File: config.mk
export PLATFORM = sky130hd
export DESIGN_NAME = packet_header_and_payload_verifier
export DESIGN_NICKNAME = d
export VERILOG_FILES = /design/src/sv/pkhv_pkg.sv /design/src/sv/pkhv_core.sv /design/src/sv/packet_header_and_payload_verifier.sv
export SDC_FILE = /design/constraint.sdc
export NUM_CORES = 1
export LEC_CHECK = 0
export BUFFER_PORTS_ARGS = -buffer_cell sky130_fd_sc_hd__buf_2
export CORE_ASPECT_RATIO = 0.6
export CORE_UTILIZATION = 40
export DETAILED_ROUTE_END_ITERATION = 10
export SLEW_MARGIN = 20
export SYNTH_ARGS = -nofsm -noshare
export SYNTH_HDL_FRONTEND = slang
export SYNTH_SLANG_ARGS = --single-unit
File: constraint.sdc
create_clock -name clk_i -period 14.8 [get_ports clk_i]
set_input_delay 0 -clock clk_i [delete_from_list [all_inputs] [get_ports clk_i]]
set_output_delay 0 -clock clk_i [all_outputs]
set_load 0.02 [all_outputs]
File: src/sv/pkhv_pkg.sv
package pkhv_pkg;

  localparam int unsigned HdrBytes = 10;
  localparam int unsigned IdxW     = 4;

  localparam logic [7:0]  MagicReset = 8'hBE;
  localparam logic [31:0] SumLowInit = 32'd1;
  localparam logic [31:0] SumHighInit = 32'd0;

  // header byte positions
  localparam logic [IdxW-1:0] HdrIdxMagic   = 4'd0;
  localparam logic [IdxW-1:0] HdrIdxKind    = 4'd1;
  localparam logic [IdxW-1:0] HdrIdxHsumHi  = 4'd2;
  localparam logic [IdxW-1:0] HdrIdxHsumLo  = 4'd3;
  localparam logic [IdxW-1:0] HdrIdxDsumHi  = 4'd4;
  localparam logic [IdxW-1:0] HdrIdxDsumLo  = 4'd5;
  localparam logic [IdxW-1:0] HdrIdxLen3    = 4'd6;
  localparam logic [IdxW-1:0] HdrIdxLen2    = 4'd7;
  localparam logic [IdxW-1:0] HdrIdxLen1    = 4'd8;
  localparam logic [IdxW-1:0] HdrIdxLast    = IdxW'(HdrBytes - 1);

  typedef enum logic {
    PhaseHeader  = 1'b0,
    PhasePayload = 1'b1
  } phase_e;

  typedef struct packed {
    logic        packet_ok;
    logic        magic_ok;
    logic        header_sum_ok;
    logic        data_sum_ok;
    logic [7:0]  packet_kind;
    logic [31:0] payload_length;
  } result_t;

  // fold the two running sums into the 16-bit check value
  function automatic logic [15:0] fold_sum(input logic [31:0] a, input logic [31:0] b);
    logic [31:0] s;
    s = a + b;
    return s[31:16] ^ s[15:0];
  endfunction

endpackage

File: src/sv/pkhv_core.sv
module pkhv_core import pkhv_pkg::*; (
  input  logic       clk_i,
  input  logic       rst_ni,
  input  logic       advance_i,
  input  logic [7:0] data_byte_i,
  input  logic [7:0] expected_magic_i,
  output logic       res_valid_o,
  output result_t    res_o
);

  phase_e          phase_q, phase_d;
  logic [IdxW-1:0] idx_q, idx_d;
  logic [31:0]     sum_low_q, sum_low_d;
  logic [31:0]     sum_high_q, sum_high_d;
  logic [7:0]      magic_q, magic_d;
  logic [7:0]      kind_q, kind_d;
  logic [15:0]     hsum_q, hsum_d;
  logic [15:0]     dsum_q, dsum_d;
  logic [31:0]     len_q, len_d;
  logic [31:0]     left_q, left_d;

  logic [7:0]  add_byte;
  logic [31:0] acc_low, acc_high;
  logic [15:0] folded;
  logic        mok, hok, dok;

  // header checksum bytes enter the header sum as zero
  assign add_byte = (phase_q == PhaseHeader &&
                     (idx_q == HdrIdxHsumHi || idx_q == HdrIdxHsumLo)) ? 8'd0 : data_byte_i;
  assign acc_low  = sum_low_q + {24'd0, add_byte};
  assign acc_high = sum_high_q + acc_low;
  assign folded   = fold_sum(acc_low, acc_high);

  always_comb begin
    phase_d     = phase_q;
    idx_d       = idx_q;
    sum_low_d   = acc_low;
    sum_high_d  = acc_high;
    magic_d     = magic_q;
    kind_d      = kind_q;
    hsum_d      = hsum_q;
    dsum_d      = dsum_q;
    len_d       = len_q;
    left_d      = left_q;
    res_valid_o = 1'b0;
    mok         = (magic_q == expected_magic_i);
    hok         = (folded == hsum_q);
    dok         = (folded == dsum_q);
    res_o       = '{packet_ok: 1'b0, magic_ok: 1'b0, header_sum_ok: 1'b0,
                    data_sum_ok: 1'b0, packet_kind: kind_q, payload_length: len_q};
    unique case (phase_q)
      PhasePayload: begin
        left_d = left_q - 32'd1;
        if (left_d == 32'd0) begin
          res_valid_o = 1'b1;
          res_o.packet_ok     = dok;
          res_o.magic_ok      = 1'b1;
          res_o.header_sum_ok = 1'b1;
          res_o.data_sum_ok   = dok;
          phase_d    = PhaseHeader;
          idx_d      = HdrIdxMagic;
          sum_low_d  = SumLowInit;
          sum_high_d = SumHighInit;
        end
      end
      default: begin
        unique case (idx_q)
          HdrIdxMagic:  magic_d = data_byte_i;
          HdrIdxKind:   kind_d = data_byte_i;
          HdrIdxHsumHi: hsum_d = {data_byte_i, 8'd0};
          HdrIdxHsumLo: hsum_d = {hsum_q[15:8], data_byte_i};
          HdrIdxDsumHi: dsum_d = {data_byte_i, 8'd0};
          HdrIdxDsumLo: dsum_d = {dsum_q[15:8], data_byte_i};
          HdrIdxLen3:   len_d = {data_byte_i, 24'd0};
          HdrIdxLen2:   len_d = {len_q[31:24], data_byte_i, 16'd0};
          HdrIdxLen1:   len_d = {len_q[31:16], data_byte_i, 8'd0};
          default:      len_d = {len_q[31:8], data_byte_i};
        endcase
        if (idx_q < HdrIdxLast) begin
          idx_d = idx_q + IdxW'(1);
        end else begin
          idx_d      = HdrIdxMagic;
          sum_low_d  = SumLowInit;
          sum_high_d = SumHighInit;
          res_o.payload_length = len_d;
          if (!(mok && hok)) begin
            // bad header: report now, next byte starts a new header
            res_valid_o = 1'b1;
            res_o.magic_ok      = mok;
            res_o.header_sum_ok = hok;
          end else if (len_d == 32'd0) begin
            res_valid_o = 1'b1;
            res_o.packet_ok     = 1'b1;
            res_o.magic_ok      = 1'b1;
            res_o.header_sum_ok = 1'b1;
            res_o.data_sum_ok   = 1'b1;
          end else begin
            left_d  = len_d;
            phase_d = PhasePayload;
          end
        end
      end
    endcase
  end

  always_ff @(posedge clk_i or negedge rst_ni) begin
    if (!rst_ni) begin
      phase_q    <= PhaseHeader;
      idx_q      <= HdrIdxMagic;
      sum_low_q  <= SumLowInit;
      sum_high_q <= SumHighInit;
      magic_q    <= 8'd0;
      kind_q     <= 8'd0;
      hsum_q     <= 16'd0;
      dsum_q     <= 16'd0;
      len_q      <= 32'd0;
      left_q     <= 32'd0;
    end else if (advance_i) begin
      phase_q    <= phase_d;
      idx_q      <= idx_d;
      sum_low_q  <= sum_low_d;
      sum_high_q <= sum_high_d;
      magic_q    <= magic_d;
      kind_q     <= kind_d;
      hsum_q     <= hsum_d;
      dsum_q     <= dsum_d;
      len_q      <= len_d;
      left_q     <= left_d;
    end
  end

endmodule

File: src/sv/packet_header_and_payload_verifier.sv
// Checks a byte stream of packets: a 10-byte header (magic, kind, header
// checksum, data checksum, 32-bit length, all big-endian) followed by the
// payload. One byte per transfer is taken every clock cycle while the result
// side keeps up. The deciding byte (the tenth header byte, or the last
// payload byte) goes from the input register through the single pass of the
// checksum datapath (two running 32-bit adds and the fold) into the result
// register, which sets rate and latency. A failed magic or header checksum is
// reported at once and the next byte starts a new header. The user must write
// expected_magic through cfg_we_i/cfg_wdata_i only while idle (not enforced).
module packet_header_and_payload_verifier import pkhv_pkg::*; (
  input  logic        clk_i,
  input  logic        rst_ni,
  input  logic        cfg_we_i,
  input  logic [7:0]  cfg_wdata_i,
  input  logic        in_valid_i,
  output logic        in_ready_o,
  input  logic [7:0]  data_byte_i,
  output logic        out_valid_o,
  input  logic        out_ready_i,
  output logic        packet_ok_o,
  output logic        magic_ok_o,
  output logic        header_sum_ok_o,
  output logic        data_sum_ok_o,
  output logic [7:0]  packet_kind_o,
  output logic [31:0] payload_length_o
);

  logic [7:0] magic_cfg_q;
  logic       byte_valid_q;
  logic [7:0] byte_q;
  logic       advance;
  logic       res_valid;
  result_t    res;
  logic       out_valid_q;
  result_t    out_q;

  // held byte moves on when the result register is free or draining
  assign advance    = byte_valid_q && (!out_valid_q || out_ready_i);
  assign in_ready_o = !byte_valid_q || advance;

  always_ff @(posedge clk_i or negedge rst_ni) begin
    if (!rst_ni) begin
      magic_cfg_q <= MagicReset;
    end else if (cfg_we_i) begin
      magic_cfg_q <= cfg_wdata_i;
    end
  end

  always_ff @(posedge clk_i or negedge rst_ni) begin
    if (!rst_ni) begin
      byte_valid_q <= 1'b0;
    end else if (in_ready_o) begin
      byte_valid_q <= in_valid_i;
    end
  end

  always_ff @(posedge clk_i) begin
    if (in_valid_i && in_ready_o) begin
      byte_q <= data_byte_i;
    end
  end

  pkhv_core u_core (
    .clk_i            (clk_i),
    .rst_ni           (rst_ni),
    .advance_i        (advance),
    .data_byte_i      (byte_q),
    .expected_magic_i (magic_cfg_q),
    .res_valid_o      (res_valid),
    .res_o            (res)
  );

  always_ff @(posedge clk_i or negedge rst_ni) begin
    if (!rst_ni) begin
      out_valid_q <= 1'b0;
    end else if (advance) begin
      out_valid_q <= res_valid;
    end else if (out_ready_i) begin
      out_valid_q <= 1'b0;
    end
  end

  always_ff @(posedge clk_i) begin
    if (advance && res_valid) begin
      out_q <= res;
    end
  end

  assign out_valid_o      = out_valid_q;
  assign packet_ok_o      = out_q.packet_ok;
  assign magic_ok_o       = out_q.magic_ok;
  assign header_sum_ok_o  = out_q.header_sum_ok;
  assign data_sum_ok_o    = out_q.data_sum_ok;
  assign packet_kind_o    = out_q.packet_kind;
  assign payload_length_o = out_q.payload_length;

endmodule
==> out/metrics.cfg <==
[timing]
timing.final.hold_violations=7
max_fclk_mhz=94.4
slew_headroom_pct=24.2
timing.final.crit_period_ps=10590
worst_clock_skew_ps=25.6
rsz0062_at_grt=false
setup-tns-final_ps=0
timing_worst_slew_pin_value_ps=1120
finalSetupViolations=0
finalCritPeriodShare_pct=71.6
drv_slew=0
timing.hold.ws_ps=-17.1

[detailed_routing]
dr.first_iter.drc_count=1874
vias_per_cell=6.06
ant_nets=0
detailroute.via_count=14311
drt_pass1_iterations=6
wl_final_mm=52.4
detail_route.wl_per_cell_um=22.2
post-route-drc-count=0

[floorplanning]
die_span_x_um=263
floorplan.initialDensity_pct=41.2
die_y_um=159
placement_rows=56
top_level_ports=67
dieArea_um2=41800
core-area_um2=39700

[synth]
synthDistinctLibCells=86
synthesis.nets=1908
yosysWarnings=0
synthesis.area_um2=16400
postSynthRegisterBits=242
synthAdderAreaFrac_pct=6.33
combinational_family_with_the_most_area_after_synthesis=compound AO/OA/AOI/OAI gates
synthFlopType=sky130_fd_sc_hd__dfrtp_1
number_of_flops_mapped_to_enable_cells_by_yosys=51
avg_inst_size_synth_um2=9.07
synth_seq_area_share_pct=38.6
synth_cells=1806
synth_xor_area_share_pct=8.62
asyncSetResetFlopFracSynth_pct=78.9
synth_mux_area_share_pct=3.02
simple_gate_share_of_the_synthesized_area_pct=19.5
synthesized_area_fraction_occupied_by_ao_oa_aoi_and_oai_cells_pct=20.1

[worst_setup_path]
worst-r2r-cell-count=39
rr_endpoint=payload_length_o[23]
r2r_setup_slack_ps=4210
end_kind=flip-flop
critical_path_arrival_ps=10780
timing.critical_path.fanout_max=43
crit-reg2reg-launch=u_core.idx_q[0]
critical_path.most_common_cell=sky130_fd_sc_hd__ha_1
critPathSlowestCell=sky130_fd_sc_hd__and2_2
critical_path.startpoint_type=flip-flop
critical-path-max-stage-delay_ps=870
worst_ep_required_time_ps=14980
type_of_the_worst_setup_path=flip-flop to flip-flop

[placement]
finalWeightedCongestion=1.05
detailed_placer_s_ending_hpwl_mm=38.4
buffer_ports.inserted=66

[clocking]
cts_num_sinks=242
cts_inserted_buffers=25
clock_pin_slew_on_the_worst_setup_and_hold_paths_ps=60
cts_post_setup_buffers_inserted=0
cts_tree=done
cts.root.buffer_cell=sky130_fd_sc_hd__clkbuf_16
cts_hold_buffers=27
insertion_delay_ps=580
htree_num_levels=1
cts_buffer_depth=3
cts_resized=0

[run_status]
status=complete, but fails checks
violated_checks=hold timing

[layout]
area_overhead_vs_synth_pct=11.2
fillers=3785
fin_nets=1924
layout.cells.most_common_list=sky130_fd_sc_hd__nand2_1 (210), sky130_fd_sc_hd__dfrtp_1 (184), sky130_fd_sc_hd__o21ai_0 (122)
layout_commonest_cell=sky130_fd_sc_hd__nand2_1
post_route_cells_drive_above_1_share_pct=11.0

[global_route]
grt_start_max_net_pins=77
global_route.overflow_total=0
first_pass_grt_wire_length_mm=80.9
globalRouteTotalUtil_pct=24.8
vias_in_the_first_global_route=13043
initial_antenna_violation_count=1

[worst_hold_path]
holdCritPathClass=primary input to asynchronous set/reset pin

[flow_run]
timing.max_cap.violations=0

-- critical path, delay by kind of cell, from the launching register on --
| kind | cells | cell delay (ps) |
|---|---|---|
| adder cells (fa/ha/maj) | 5 | 1640 |
| buffers and inverters | 2 | 190 |
| flip-flops | 1 | 420 |
| AND/OR/NAND/NOR | 11 | 3180 |
| AO/OA/AOI/OAI | 18 | 3820 |
| XOR/XNOR | 3 | 920 |
-- sequential cells by signal, summed over array words and instances (netlist names), 4 cells and up --
name               count
packet_kind_o          8
u_core.dsum_q         16
u_core.hsum_q         16
u_core.len_q          32
byte_q                 8
payload_length_o      32
magic_cfg_q            8
u_core.magic_q         8
u_core.sum_low_q      32
u_core.left_q         32
u_core.kind_q          8
u_core.idx_q           4
u_core.sum_high_q     32
-- synthesized netlist by cell type, drive strengths merged, types with 6 or more instances --
library cell	n	area, um2
nand2	211	792
dfrtp	184	4600
o21ai	123	616
clkbuf	116	435
xnor2	99	867
nor2	95	357
a21oi	90	450
nand3	79	395
ha	78	976
edfxtp	51	1530
a22o	46	403
nor3	45	225
xor2	44	385
mux2	43	484
a21o	38	285
inv	38	143
and3	35	219
and2	32	200
o211ai	29	218
a22oi	28	210
nand4	28	175
o31ai	19	143
nor4	18	125
or3	18	118
a211oi	14	105
a211o	11	96.3
or4	11	90.1
nor2b	10	62.6
a31oi	9	56.3
buf	9	47.6
nand2b	9	56.3
nand3b	9	67.6
o21bai	9	67.6
nor4b	8	70.1
o21a	8	60.1
a2111oi	7	61.3
dfstp	7	184
o22ai	7	43.8
or2	7	46.3
a32o	6	60.1
nor3b	6	45.0
xnor3	6	135
-- logic make-up (layout without fill, tap and decap cells) --
family | count (synthesis) | in the layout
xor+xnor | 150 | 150
mux | 44 | 44
buf+inv | 163 | 197
simple gates | 637 | 637
flops | 242 | 242
compound gates | 489 | 489
other cells | 0 | 1
fa+ha+maj | 81 | 81
-- layout make-up --
cell class                 count  area (um2)  share of cell area [%]
clock inverter                10         124                   0.680
clock buffer                  35         723                    3.97
multi-input combinational   1401        9460                    52.0
tap                          522         653                    3.59
sequential                   242        6320                    34.7
antenna                        1        2.50                  0.0137
inverter                      38         143                   0.783
timing repair buffer         114         779                    4.28
-- routing by layer --
metal	global-route usage [%]	vias to the layer above	wire [um]
li1	-	6650	-
met1	42.2	6916	27000
met2	29.3	690	18400
met3	7.30	55	6250
met4	3.80	0	679
met5	0	-	0
-- worst max-delay path by stage --
stage / from / endpoint / slack [ps] / cells after the start
floorplan: u_core.idx_q[0] / header_sum_ok_o / 5300 / 40
CTS: u_core.idx_q[0] / payload_length_o[20] / 3900 / 37
detailed placement: u_core.idx_q[0] / packet_kind_o[7] / 4010 / 39
global route: u_core.idx_q[0] / packet_kind_o[1] / 3480 / 39
global placement: u_core.idx_q[0] / payload_length_o[23] / 4250 / 33
finish: u_core.idx_q[0] / payload_length_o[23] / 4210 / 39
-- through the flow --
stage	utilization (%)	hold slack (ps)	setup slack, ps	std cells	area, um2
floorplan	-	-296	5300	1806	16400
global placement	42.9	40.2	4250	2288	17100
detailed placement	42.9	41.5	4010	2288	17100
CTS	45.8	4.49	3900	2360	18200
global route	45.8	25.6	3480	2362	18200
finish	45.8	-17.1	4210	2363	18200
Power is left out: the tool's default activity adds up to more than one toggle a clock period on the data nets, which glitch-free logic cannot reach.
